$ cat src/design/bbtf_pkg.sv
package bbtf_pkg;

  // fixed widths of the register and output fields
  localparam int THR_W      = 5;
  localparam int DIM_W      = 11;
  localparam int COORD_W    = 10;
  localparam int CFG_ADDR_W = 4;
  localparam int CFG_DATA_W = 32;

  // output buffer depth
  localparam int OUT_DEPTH = 4;

  // register indexes
  localparam logic [1:0] REG_THRESHOLD = 2'd0;
  localparam logic [1:0] REG_WIDTH     = 2'd1;
  localparam logic [1:0] REG_HEIGHT    = 2'd2;

  // register reset values
  localparam logic [THR_W-1:0] THRESHOLD_RESET = 5'd13;
  localparam logic [DIM_W-1:0] WIDTH_RESET     = 11'd640;
  localparam logic [DIM_W-1:0] HEIGHT_RESET    = 11'd480;

  // one result item, pixel_out in the lowest bit
  typedef struct packed {
    logic               frame_last;
    logic [COORD_W-1:0] center_y;
    logic [COORD_W-1:0] center_x;
    logic               pixel_out;
  } result_t;

  // per-pixel info carried down the pipeline
  typedef struct packed {
    logic               px;
    logic               first;
    logic               interior;
    logic               last;
    logic [COORD_W-1:0] cx;
    logic [COORD_W-1:0] cy;
  } meta_t;

endpackage

$ cat src/design/bbtf_line_store.sv
module bbtf_line_store #(
  parameter int DEPTH  = 1024,
  parameter int DATA_W = 4,
  parameter int ADDR_W = 10
) (
  input  logic              clk,
  input  logic              rd_en,
  input  logic [ADDR_W-1:0] rd_addr,
  output logic [DATA_W-1:0] rd_data,
  input  logic              wr_en,
  input  logic [ADDR_W-1:0] wr_addr,
  input  logic [DATA_W-1:0] wr_data
);

  logic [DATA_W-1:0] mem [DEPTH];

  // one read and one write port, read returns the old contents
  always_ff @(posedge clk) begin
    if (rd_en) begin
      rd_data <= mem[rd_addr];
    end
    if (wr_en) begin
      mem[wr_addr] <= wr_data;
    end
  end

endmodule

$ cat src/design/bbtf_col_cell.sv
module bbtf_col_cell #(
  parameter int W = 3
) (
  input  logic         clk,
  input  logic         rst,
  input  logic         en,
  input  logic         clr,
  input  logic [W-1:0] d,
  output logic [W-1:0] q
);

  // holds one column sum and hands it on to the next cell
  always_ff @(posedge clk) begin
    if (rst) begin
      q <= '0;
    end else if (en) begin
      q <= clr ? '0 : d;
    end
  end

endmodule

$ cat src/design/bbtf_out_fifo.sv
module bbtf_out_fifo (
  input  logic                                  clk,
  input  logic                                  rst,
  input  logic                                  push,
  input  bbtf_pkg::result_t                     push_data,
  output logic                                  out_valid,
  input  logic                                  out_ready,
  output bbtf_pkg::result_t                     out_data,
  output logic [$clog2(bbtf_pkg::OUT_DEPTH+1)-1:0] count
);
  import bbtf_pkg::*;

  localparam int PW = $clog2(OUT_DEPTH);
  localparam int CW = $clog2(OUT_DEPTH + 1);

  result_t       buf_q [OUT_DEPTH];
  logic [PW-1:0] wr_ptr;
  logic [PW-1:0] rd_ptr;
  logic          pop;

  assign out_valid = (count != '0);
  assign out_data  = buf_q[rd_ptr];
  assign pop       = out_valid & out_ready;

  // storage, no reset needed
  always_ff @(posedge clk) begin
    if (push) begin
      buf_q[wr_ptr] <= push_data;
    end
  end

  // pointers and fill count
  always_ff @(posedge clk) begin
    if (rst) begin
      wr_ptr <= '0;
      rd_ptr <= '0;
      count  <= '0;
    end else begin
      if (push) begin
        wr_ptr <= (wr_ptr == PW'(OUT_DEPTH - 1)) ? '0 : wr_ptr + 1'b1;
      end
      if (pop) begin
        rd_ptr <= (rd_ptr == PW'(OUT_DEPTH - 1)) ? '0 : rd_ptr + 1'b1;
      end
      case ({push, pop})
        2'b10:   count <= count + CW'(1);
        2'b01:   count <= count - CW'(1);
        default: count <= count;
      endcase
    end
  end

endmodule

$ cat src/design/binary_box_threshold_filter.sv
// Binary box threshold filter. Takes one binary pixel per item in raster order on the
// s_t* stream and sustains one item per clock while s_tready is high. For every pixel
// whose full (2*RADIUS_Y+1) x (2*RADIUS_X+1) window lies inside the frame it gives one
// result on the m_t* stream: 1 when the number of set pixels in the window is at least
// count_threshold, together with the centre coordinates; tlast marks the last interior
// pixel of a frame. Border pixels give no result. A result passes through the line store
// read, the column sum and window update, then the threshold compare into a four-item
// output buffer; s_tready drops only when that buffer has no room for the pixels still
// in flight. The line store is one memory read and written once per pixel, and a row of
// column cells shifts the recent column sums. line_width and frame_height of zero act as
// one and values above MAX_WIDTH/MAX_HEIGHT act as those maxima; write the registers
// only while no pixel is in flight.
module binary_box_threshold_filter #(
  parameter int MAX_WIDTH  = 1024,
  parameter int MAX_HEIGHT = 1024,
  parameter int RADIUS_Y   = 2,
  parameter int RADIUS_X   = 2
) (
  input  logic                            clk,
  input  logic                            rst,
  // input stream
  input  logic                            s_tvalid,
  output logic                            s_tready,
  input  logic [7:0]                      s_tdata,   // [0] pixel_in
  // output stream
  output logic                            m_tvalid,
  input  logic                            m_tready,
  output logic [23:0]                     m_tdata,   // [0] pixel_out, [10:1] center_x,
                                                     // [20:11] center_y
  output logic                            m_tlast,   // frame_last
  // register port
  input  logic                            psel,
  input  logic                            penable,
  input  logic                            pwrite,
  input  logic [bbtf_pkg::CFG_ADDR_W-1:0] paddr,
  input  logic [bbtf_pkg::CFG_DATA_W-1:0] pwdata,
  output logic [bbtf_pkg::CFG_DATA_W-1:0] prdata,
  output logic                            pready
);
  import bbtf_pkg::*;

  localparam int XW     = $clog2(MAX_WIDTH);
  localparam int YW     = $clog2(MAX_HEIGHT);
  localparam int SB     = 2 * RADIUS_Y;
  localparam int NC     = 2 * RADIUS_X + 1;
  localparam int CSW    = $clog2(SB + 2);
  localparam int WW     = $clog2((SB + 1) * NC + 1);
  localparam int CMPW   = (WW > THR_W) ? WW : THR_W;
  localparam int WCW    = (DIM_W > XW + 1) ? DIM_W : XW + 1;
  localparam int HCW    = (DIM_W > YW + 1) ? DIM_W : YW + 1;
  localparam int FCW    = $clog2(OUT_DEPTH + 1);

  // registers
  logic [THR_W-1:0] count_threshold;
  logic [DIM_W-1:0] line_width;
  logic [DIM_W-1:0] frame_height;
  logic             cfg_wr;

  assign pready = 1'b1;
  assign cfg_wr = psel & penable & pwrite & pready;

  always_ff @(posedge clk) begin
    if (rst) begin
      count_threshold <= THRESHOLD_RESET;
      line_width      <= WIDTH_RESET;
      frame_height    <= HEIGHT_RESET;
    end else if (cfg_wr) begin
      case (paddr[3:2])
        REG_THRESHOLD: count_threshold <= pwdata[THR_W-1:0];
        REG_WIDTH:     line_width      <= pwdata[DIM_W-1:0];
        REG_HEIGHT:    frame_height    <= pwdata[DIM_W-1:0];
        default:       ;
      endcase
    end
  end

  // register readback
  always_comb begin
    case (paddr[3:2])
      REG_THRESHOLD: prdata = CFG_DATA_W'(count_threshold);
      REG_WIDTH:     prdata = CFG_DATA_W'(line_width);
      REG_HEIGHT:    prdata = CFG_DATA_W'(frame_height);
      default:       prdata = '0;
    endcase
  end

  // clamped frame geometry
  logic [WCW-1:0] lw_ext;
  logic [HCW-1:0] fh_ext;
  logic [XW:0]    w_eff;
  logic [YW:0]    h_eff;

  assign lw_ext = WCW'(line_width);
  assign fh_ext = HCW'(frame_height);

  always_comb begin
    if (lw_ext == '0) begin
      w_eff = (XW + 1)'(1);
    end else if (lw_ext > WCW'(MAX_WIDTH)) begin
      w_eff = (XW + 1)'(MAX_WIDTH);
    end else begin
      w_eff = lw_ext[XW:0];
    end
    if (fh_ext == '0) begin
      h_eff = (YW + 1)'(1);
    end else if (fh_ext > HCW'(MAX_HEIGHT)) begin
      h_eff = (YW + 1)'(MAX_HEIGHT);
    end else begin
      h_eff = fh_ext[YW:0];
    end
  end

  // input handshake, gated by room in the output buffer
  logic [FCW-1:0] fifo_count;
  logic [FCW:0]   pending;
  logic           s1_valid;
  logic           s2_valid;
  logic           accept;

  assign pending  = (FCW + 1)'(fifo_count) + (FCW + 1)'(s1_valid) + (FCW + 1)'(s2_valid);
  assign s_tready = (pending < (FCW + 1)'(OUT_DEPTH));
  assign accept   = s_tvalid & s_tready;

  // raster position of the next pixel
  logic [XW-1:0] col_pos;
  logic [YW-1:0] row_pos;
  logic [XW:0]   col_inc;
  logic [YW:0]   row_inc;

  assign col_inc = (XW + 1)'(col_pos) + (XW + 1)'(1);
  assign row_inc = (YW + 1)'(row_pos) + (YW + 1)'(1);

  always_ff @(posedge clk) begin
    if (rst) begin
      col_pos <= '0;
      row_pos <= '0;
    end else if (accept) begin
      if (col_inc >= w_eff) begin
        col_pos <= '0;
        row_pos <= (row_inc >= h_eff) ? '0 : row_inc[YW-1:0];
      end else begin
        col_pos <= col_inc[XW-1:0];
      end
    end
  end

  // window placement of the incoming pixel
  meta_t meta_in;

  always_comb begin
    meta_in.px       = s_tdata[0];
    meta_in.first    = (col_pos == '0);
    meta_in.interior = ((YW + 1)'(row_pos) >= (YW + 1)'(SB)) &&
                       ((YW + 1)'(row_pos) < h_eff) &&
                       ((XW + 1)'(col_pos) >= (XW + 1)'(2 * RADIUS_X)) &&
                       ((XW + 1)'(col_pos) < w_eff);
    meta_in.last     = ((XW + 1)'(col_pos) == w_eff - (XW + 1)'(1)) &&
                       ((YW + 1)'(row_pos) == h_eff - (YW + 1)'(1));
    meta_in.cx       = COORD_W'(col_pos - XW'(RADIUS_X));
    meta_in.cy       = COORD_W'(row_pos - YW'(RADIUS_Y));
  end

  // stage 1: line store read in flight
  meta_t         s1_meta;
  logic [XW-1:0] s1_x;
  logic          byp;
  logic [SB-1:0] byp_data;
  logic [SB-1:0] rd_data;
  logic [SB-1:0] old_col;
  logic [SB-1:0] new_col;
  logic [CSW-1:0] colsum;

  always_ff @(posedge clk) begin
    if (rst) begin
      s1_valid <= 1'b0;
    end else begin
      s1_valid <= accept;
    end
  end

  // pixel in the write stage for the same column is forwarded
  always_ff @(posedge clk) begin
    if (accept) begin
      s1_meta  <= meta_in;
      s1_x     <= col_pos;
      byp      <= s1_valid && (s1_x == col_pos);
      byp_data <= new_col;
    end
  end

  bbtf_line_store #(
    .DEPTH  (MAX_WIDTH),
    .DATA_W (SB),
    .ADDR_W (XW)
  ) u_line_store (
    .clk     (clk),
    .rd_en   (accept),
    .rd_addr (col_pos),
    .rd_data (rd_data),
    .wr_en   (s1_valid),
    .wr_addr (s1_x),
    .wr_data (new_col)
  );

  // column sum over the stored rows plus the new pixel
  always_comb begin
    old_col = byp ? byp_data : rd_data;
    colsum  = CSW'(s1_meta.px);
    for (int i = 0; i < SB; i++) begin
      colsum = colsum + CSW'(old_col[i]);
    end
  end

  if (SB > 1) begin : g_shift
    assign new_col = {old_col[SB-2:0], s1_meta.px};
  end else begin : g_single
    assign new_col = s1_meta.px;
  end

  // row of column cells, newest sum in cell zero
  logic [CSW-1:0] cell_q [NC];

  for (genvar c = 0; c < NC; c++) begin : g_cell
    if (c == 0) begin : g_head
      bbtf_col_cell #(.W(CSW)) u_cell (
        .clk (clk),
        .rst (rst),
        .en  (s1_valid),
        .clr (1'b0),
        .d   (colsum),
        .q   (cell_q[c])
      );
    end else begin : g_body
      bbtf_col_cell #(.W(CSW)) u_cell (
        .clk (clk),
        .rst (rst),
        .en  (s1_valid),
        .clr (s1_meta.first),
        .d   (cell_q[c-1]),
        .q   (cell_q[c])
      );
    end
  end

  // running window count, restarted at the start of each row
  logic [WW-1:0] window_count;
  logic [WW-1:0] window_count_next;

  assign window_count_next = s1_meta.first ? WW'(colsum) :
                             window_count + WW'(colsum) - WW'(cell_q[NC-1]);

  always_ff @(posedge clk) begin
    if (rst) begin
      window_count <= '0;
    end else if (s1_valid) begin
      window_count <= window_count_next;
    end
  end

  // stage 2: threshold compare into the output buffer
  meta_t   s2_meta;
  result_t res;
  result_t out_res;
  logic    push;

  always_ff @(posedge clk) begin
    if (rst) begin
      s2_valid <= 1'b0;
    end else begin
      s2_valid <= s1_valid;
    end
  end

  always_ff @(posedge clk) begin
    if (s1_valid) begin
      s2_meta <= s1_meta;
    end
  end

  assign push           = s2_valid & s2_meta.interior;
  assign res.pixel_out  = (CMPW'(window_count) >= CMPW'(count_threshold));
  assign res.center_x   = s2_meta.cx;
  assign res.center_y   = s2_meta.cy;
  assign res.frame_last = s2_meta.last;

  bbtf_out_fifo u_out_fifo (
    .clk       (clk),
    .rst       (rst),
    .push      (push),
    .push_data (res),
    .out_valid (m_tvalid),
    .out_ready (m_tready),
    .out_data  (out_res),
    .count     (fifo_count)
  );

  assign m_tdata = {3'b000, out_res.center_y, out_res.center_x, out_res.pixel_out};
  assign m_tlast = out_res.frame_last;

endmodule
$ cat config.mk
export PLATFORM = sky130hd
export DESIGN_NAME = binary_box_threshold_filter
export DESIGN_NICKNAME = d
export VERILOG_FILES = /design/src/design/bbtf_pkg.sv /design/src/design/bbtf_line_store.sv /design/src/design/bbtf_col_cell.sv /design/src/design/bbtf_out_fifo.sv /design/src/design/binary_box_threshold_filter.sv
export SDC_FILE = /design/constraint.sdc
export NUM_CORES = 2
export LEC_CHECK = 0
export BUFFER_PORTS_ARGS = -buffer_cell sky130_fd_sc_hd__buf_4
export CORE_MARGIN = 5
export CORE_UTILIZATION = 35
export DETAILED_ROUTE_END_ITERATION = 6
export GPL_TIMING_DRIVEN = 1
export PLACE_DENSITY = 0.54
export SLEW_MARGIN = 20
export SYNTH_ARGS = -nofsm -noshare
export SYNTH_HDL_FRONTEND = slang
export SYNTH_MEMORY_MAX_BITS = 65536
export SYNTH_SLANG_ARGS = --single-unit
$ cat constraint.sdc
create_clock -name clk -period 27.5 [get_ports clk]
set_clock_uncertainty 0.15 [all_clocks]
set_input_delay 1.375 -clock clk [delete_from_list [all_inputs] [get_ports clk]]
set_output_delay 1.375 -clock clk [all_outputs]
set_load 0.01 [all_outputs]
=== Word level (Yosys, flattened, before mapping) ===
Memory sizes are Yosys's and may differ from the RTL's. A register that Yosys moved wholly into a read port is not among the register bits.
Cells that the tools add are included.

* Add/subtract/negate cells: 18
* Multiply operators: 0
* Div/mod/pow operators: 0
* $lt $le $gt $ge: 10
* Equal/unequal tests: 9
* Shift operators: 0
* Muxes and demuxes: 22
* Bitwise operators: 5
* Reductions and logical operators: 15

{| class="wikitable"
|+ Operators by type and width
! cell !! count
|-
| 11-bit 2-to-1 mux || 4
|-
| 11-bit one-hot mux with 3 select lines || 1
|-
| 10-bit by 1-bit adder with 11-bit output (second input constant) || 2
|-
| 10-bit by 11-bit equality test with 1-bit output || 2
|-
| 11-bit >= comparator || 2
|-
| 11-bit > comparator (second input constant) || 2
|-
| 11-bit zero test || 2
|-
| 10-bit by 11-bit < comparator with 1-bit output || 2
|-
| 11-bit by 1-bit subtractor with 11-bit output (second input constant) || 2
|-
| 10-bit by 3-bit >= comparator with 1-bit output (second input constant) || 2
|-
| 10-bit 2-to-1 mux || 2
|-
| 10-bit by 2-bit subtractor with 10-bit output (second input constant) || 2
|-
| 3-bit 2-to-1 mux || 4
|-
| 10-bit equality test || 1
|-
| 10-bit zero test || 1
|-
| 2-bit equality test (second input constant) || 4
|-
| 2-bit 2-to-1 mux || 4
|-
| 2-bit AND reduction || 4
|-
| 3-bit by 1-bit adder with 3-bit output || 2
|-
| 3-bit one-hot mux with 2 select lines || 1
|-
| 5-bit by 3-bit adder with 5-bit output || 1
|-
| 1-bit AND || 5
|-
| 5-bit >= comparator || 1
|-
| 1-bit logical AND || 5
|-
| 16 further kinds || 21
|}

* Bits in registers: 137
* Latch bits: 0
* RAM bits: 4184
* ROM bits: 0
* Bits of input ports: 51
* Output and inout bits: 60
* Memories: 2

{| class="wikitable"
|+ Memory list
! memory !! depth !! width !! read ports !! clocked after Yosys merged registers in !! wr ports !! line !! text
|-
| u_line_store.mem || 1024 || 4 || 1 || 1 || 1 || bbtf_line_store.sv:15 || <nowiki>logic [DATA_W-1:0] mem [DEPTH];</nowiki>
|-
| u_out_fifo.buf_q || 4 || 22 || 1 || 1 || 1 || bbtf_out_fifo.sv:16 || <nowiki>result_t buf_q [OUT_DEPTH];</nowiki>
|}

=== Logic depth before layout (Yosys ltp) ===
* Depth in word-level cells: 8
* Gate-level depth with buffers: 22
* Gate-level depth less buffers: 15

=== Modules after synthesis ===
Synthesis repeated with hierarchy kept, for this count alone.

* Cells, all modules: 9298
* Area, all modules: 173705.3 µm²

{| class="wikitable"
|+ Modules (own cells, without submodules)
! module !! times used !! cells each !! area each (µm²) !! seq. area each (µm²)
|-
| bbtf_line_store || 1 || 8290 || 162138.0 || 123118.1
|-
| binary_box_threshold_filter || 1 || 786 || 7344.5 || 2882.8
|-
| bbtf_out_fifo || 1 || 162 || 3641.0 || 2822.7
|-
| bbtf_col_cell || 5 || 12 || 116.4 || 60.1
|}

=== Least setup slack after synthesis ===
Ideal clock, no wire load.

* Path type: flip-flop to flip-flop
* From: reg s1_meta (netlist bit new_col[0])
* To: reg window_count[4]
* Setup time: 0.132 ns
* Arrival: 15.586 ns
* Setup slack: 11.631 ns
* Stages on the path, launching flop included: 11
* Clock period less this slack: 15.869 ns
* Cell sequence: edfxtp_1 > fa_1 > ha_1 > fa_1 > fa_1 > a21o_1 > a21oi_1 > xnor2_1 > o21ai_0 > nand2_1 > a21oi_1

* Longest elaborated chain between the ends: 7

{| class="wikitable"
|+ Ends and longest elaborated chain
! what !! line !! text
|-
| start, declared || binary_box_threshold_filter.sv:164 || <nowiki>meta_t s1_meta;</nowiki>
|-
| start signal, assigned || binary_box_threshold_filter.sv:184 || <nowiki>s1_meta <= meta_in;</nowiki>
|-
| 1-bit by 1-bit adder with 2-bit output || binary_box_threshold_filter.sv:210 || <nowiki>colsum = colsum + CSW'(old_col[i]);</nowiki>
|-
| 2-bit by 1-bit adder with 3-bit output || binary_box_threshold_filter.sv:210 ||
|-
| 3-bit by 1-bit adder with 3-bit output (2 in a row) || binary_box_threshold_filter.sv:210 ||
|-
| net colsum[1] || binary_box_threshold_filter.sv:171 || <nowiki>logic [CSW-1:0] colsum;</nowiki>
|-
| 5-bit by 3-bit adder with 5-bit output || binary_box_threshold_filter.sv:250 || <nowiki>window_count + WW'(colsum) - WW'(cell_q[NC-1]);</nowiki>
|-
| 5-bit by 3-bit subtractor with 5-bit output || binary_box_threshold_filter.sv:250 ||
|-
| 5-bit 2-to-1 mux || binary_box_threshold_filter.sv:249 || <nowiki>assign window_count_next = s1_meta.first ? WW'(colsum) :</nowiki>
|-
| end signal, assigned || binary_box_threshold_filter.sv:256 || <nowiki>window_count <= window_count_next;</nowiki>
|-
| end, declared || binary_box_threshold_filter.sv:246 || <nowiki>logic [WW-1:0] window_count;</nowiki>
|}

The timed path passes the listed nets, and every way through them passes these cells.
A chain may end at the register's enable or synchronous reset.

==> results.py <==
metrics = {
    "floorplanning": {
        "die-area_sq_mm": 0.508,
        "dieWidth_um": 713,
        "start_util_pct": 35.1,
        "rows": 258,
        "core_sq_mm": 0.493,
        "io_pins": 111,
        "die_h_um": 713,
    },
    "worst_setup_path": {
        "criticalPathCategory": "flip-flop to flip-flop",
        "r2r_start": "col_pos[0]$_SDFFE_PP0P_",
        "crit_family": "buffers and inverters",
        "path_max_fanout": 73,
        "r2r_slack_ps": 19940,
        "arrival_ps": 8180,
        "crit_path_cell_trace": "buf_12 > buf_12 > buf_4 > buf_4 > buf_4 > mux4_2 > a22o_1 > a221oi_1 > a2111oi_1 > buf_4 > a2111o_1 > nor4_1 > buf_4 > a2111oi_0 > a211o_1",
        "critPathLaunchType": "flip-flop",
        "crit_buf_inv": 7,
        "critPathLaunch": "col_pos[0]$_SDFFE_PP0P_",
        "slowest_stage": "buf_4",
        "cp.required_ps": 28120,
        "critical_path.most_common_cell": "buf_4",
        "slowest_delay_ps": 730,
        "worst_setup_path_end_kind": "flip-flop",
    },
    "sta": {
        "worstMarginPinSlew_ps": 1210,
        "slew_violations": 0,
        "min_period_ps": 7560,
        "hold_viol_final": 0,
        "setup_tns_ps": 0,
        "max_freq_ghz": 0.132,
        "final-setup-viol-count": 0,
        "relSlewSlack_pct": 18.8,
        "rsz0062_at_grt": "false",
        "fin_crit_sh_pct": 27.5,
    },
    "yosys": {
        "ys_seq_elements": 4326,
        "synth_area_per_cell_sq_um": 18.3,
        "synth_edf_count": 4248,
        "ys_warn_count": 0,
        "ys_types": 78,
        "syn-cell-area_sq_mm": 0.173,
        "synth_cells": 9475,
        "synthFlopType": "edfxtp_1",
        "async_flop_share_pct": 0,
        "synth-seq-area-share_pct": 74.6,
    },
    "finish": {
        "syn2layout_area_growth_pct": 13.3,
        "multi_input_area_sq_mm": 0.0407,
        "drive_gt1_share_pct": 19.4,
        "nets": 9700,
        "final_util_pct": 39.7,
        "num-fill-cells": 43920,
        "regArea_sq_mm": 0.129,
    },
    "outcome": {
        "status": "finished clean",
    },
    "job": {
        "maxCapViolCount": 0,
    },
    "clock_network": {
        "insertion_delay_ps": 1030,
        "cts_tree": "done",
        "clock-root-buffer": "clkbuf_16",
        "post-cts-setup-buffer-count": 0,
        "cts_resized": 0,
        "cts.clk_slew.worst_paths_ps": 70,
        "cts.sinks": 4326,
        "cts_max_path_buffers": 4,
        "cts_buffers": 445,
        "hold_buffers": 0,
        "h-tree-depth": 5,
    },
    "global_routing": {
        "grt_pass1_vias": 94237,
        "overflow": 0,
        "grt_usage_pct": 20.4,
        "grt_pass1_wl_um": 744000,
        "antenna_found_initial": 51,
        "grt_max_degree": 229,
    },
    "pwr": {
        "leakage_nw": 58.5,
        "power_density_mw_per_mm2": 74.0,
        "irDropWorstVdd_uv": 60.1,
    },
    "min_path": {
        "hp-start": "s1_meta[0]$_DFFE_PP_",
        "hold_class": "flip-flop to flip-flop",
    },
    "routing": {
        "drt_iter0_markers": 11951,
        "avgViaCountPerCell": 5.69,
        "num_vias": 93611,
        "routedWlPerCell_um": 32.4,
        "drc": 0,
        "dr.pass1.iters": 6,
        "postRouteAntennaNets": 0,
        "totalWireLength_um": 534000,
    },
    "place": {
        "port_buffers": 55,
        "gpl.final_weighted_congestion": 0.856,
        "hpwlAfterDp_um": 316000,
    },
}
==> cell families (layout without fill, tap and decap cells) <==
family,count (synthesis),count (layout),synth area share (%)
flops,4326,4326,74.6
compound gates,996,996,3.91
other cells,2,36,0.00434
buf+inv,752,1209,2.29
mux,1344,1344,13.7
simple gates,1911,1911,4.57
xor+xnor,68,68,0.344
fa+ha+maj,76,76,0.576
==> synth_stat cells (17+ instances only) <==
library cell,instances,area (sq um)
edfxtp_1,4248,128000
nor2_1,1207,4530
mux4_2,814,18300
mux2i_1,509,5090
nand2_1,372,1400
clkbuf_1,329,1230
a21oi_1,221,1110
o22ai_1,139,870
a22oi_1,121,908
buf_2,120,601
o21ai_0,106,531
buf_1,93,349
nand3_1,88,440
buf_4,83,623
a211oi_1,79,593
dfxtp_1,78,1560
buf_6,74,833
ha_1,70,876
a221oi_1,66,578
o221ai_1,65,569
nor3_1,60,300
xnor2_1,48,420
inv_1,41,154
a31oi_1,28,175
nor4_1,25,156
a22o_1,23,201
nand4_1,23,144
and3_1,22,138
mux2_2,21,236
xor2_1,20,175
nand3b_1,19,143
nor2b_1,19,119
o211ai_1,19,143
nand2b_1,18,113
o21a_1,17,128
==> cell type report <==
type                    instances  area share (%)
diodes                         11          0.0140
clock buffers                 519            5.84
clock inverters               310            1.79
inverters                      44          0.0919
multi-input cells            4420            20.8
flip-flops and latches       4326            65.9
well taps                    6500            4.15
repair buffers                336            1.45
==> stage by stage <==
stage          area (sq um)  std cells  hold slack (ps)  worst slack (ps)  total power, mW
2_1_floorplan        173000       9498              250             11630             8.23
3_3_place_gp         181000      15624              256             19940             8.44
3_5_place_dp         181000      15625              256             19910             8.46
4_1_cts              196000      16454              270             19880             14.6
5_1_grt              196000      16456              277             19440             14.9
6_report             196000      16466              266             19940             14.5
==> per-layer routing <==
metal	part of all wire, %	track usage, %
met5	0.014	0
met4	3.8	7.08
met3	9.2	3.95
met2	47	32.9
met1	40	27.8
==> final timing paths <==
check / end / cells after the start
setup / recovery: u_line_store.rd_data[1]$_DFFE_PP_ / 15
hold / removal: res[11]$_DFFE_PP_ / 0
setup reg to reg: u_line_store.rd_data[1]$_DFFE_PP_ / 15
hold reg to reg: res[11]$_DFFE_PP_ / 0
==> flip-flops by register name, summed over array words and instances (netlist names), 5 cells and up, named ones only <==
name / cells
row_pos: 10
s1_x: 9
count_threshold: 5
fh_ext: 11
u_out_fifo.buf_q: 88
col_pos: 10
window_count: 5
res: 21
line_width: 11
g_cell.g_body.u_cell.q: 12
u_line_store.mem: 4096
s1_meta: 23
==> layout by cell type, fill, tap and decap left out, types with 20 or more instances in the layout <==
cell / synthesis / routed
a211oi_1: 79 / 78
a21oi_1: 221 / 221
a221oi_1: 66 / 66
a22o_1: 23 / 23
a22oi_1: 121 / 121
a31oi_1: 28 / 25
and3_1: 22 / 22
buf_12: 3 / 25
buf_4: 83 / 310
bufinv_16: 0 / 60
clkbuf_1: 329 / 71
clkbuf_16: 0 / 446
clkinv_1: 1 / 110
clkinv_2: 0 / 87
conb_1: 2 / 25
dfxtp_1: 78 / 68
edfxtp_1: 4248 / 4248
ha_1: 70 / 70
inv_1: 41 / 37
mux2i_1: 509 / 509
mux4_2: 814 / 814
nand2_1: 372 / 368
nand3_1: 88 / 56
nand3_4: 0 / 32
nand4_1: 23 / 23
nor2_1: 1207 / 1191
nor3_1: 60 / 57
nor4_1: 25 / 22
o21ai_0: 106 / 102
o221ai_1: 65 / 65
o22ai_1: 139 / 139
xnor2_1: 48 / 48
xor2_1: 20 / 20
==> where the power goes <==
group | switching, mW | internal, mW
Combinational | 0.627 | 0.307
Sequential | 0.0170 | 7.37
Clock | 2.62 | 3.56
Note: power is estimated with default switching activity, not from simulation.
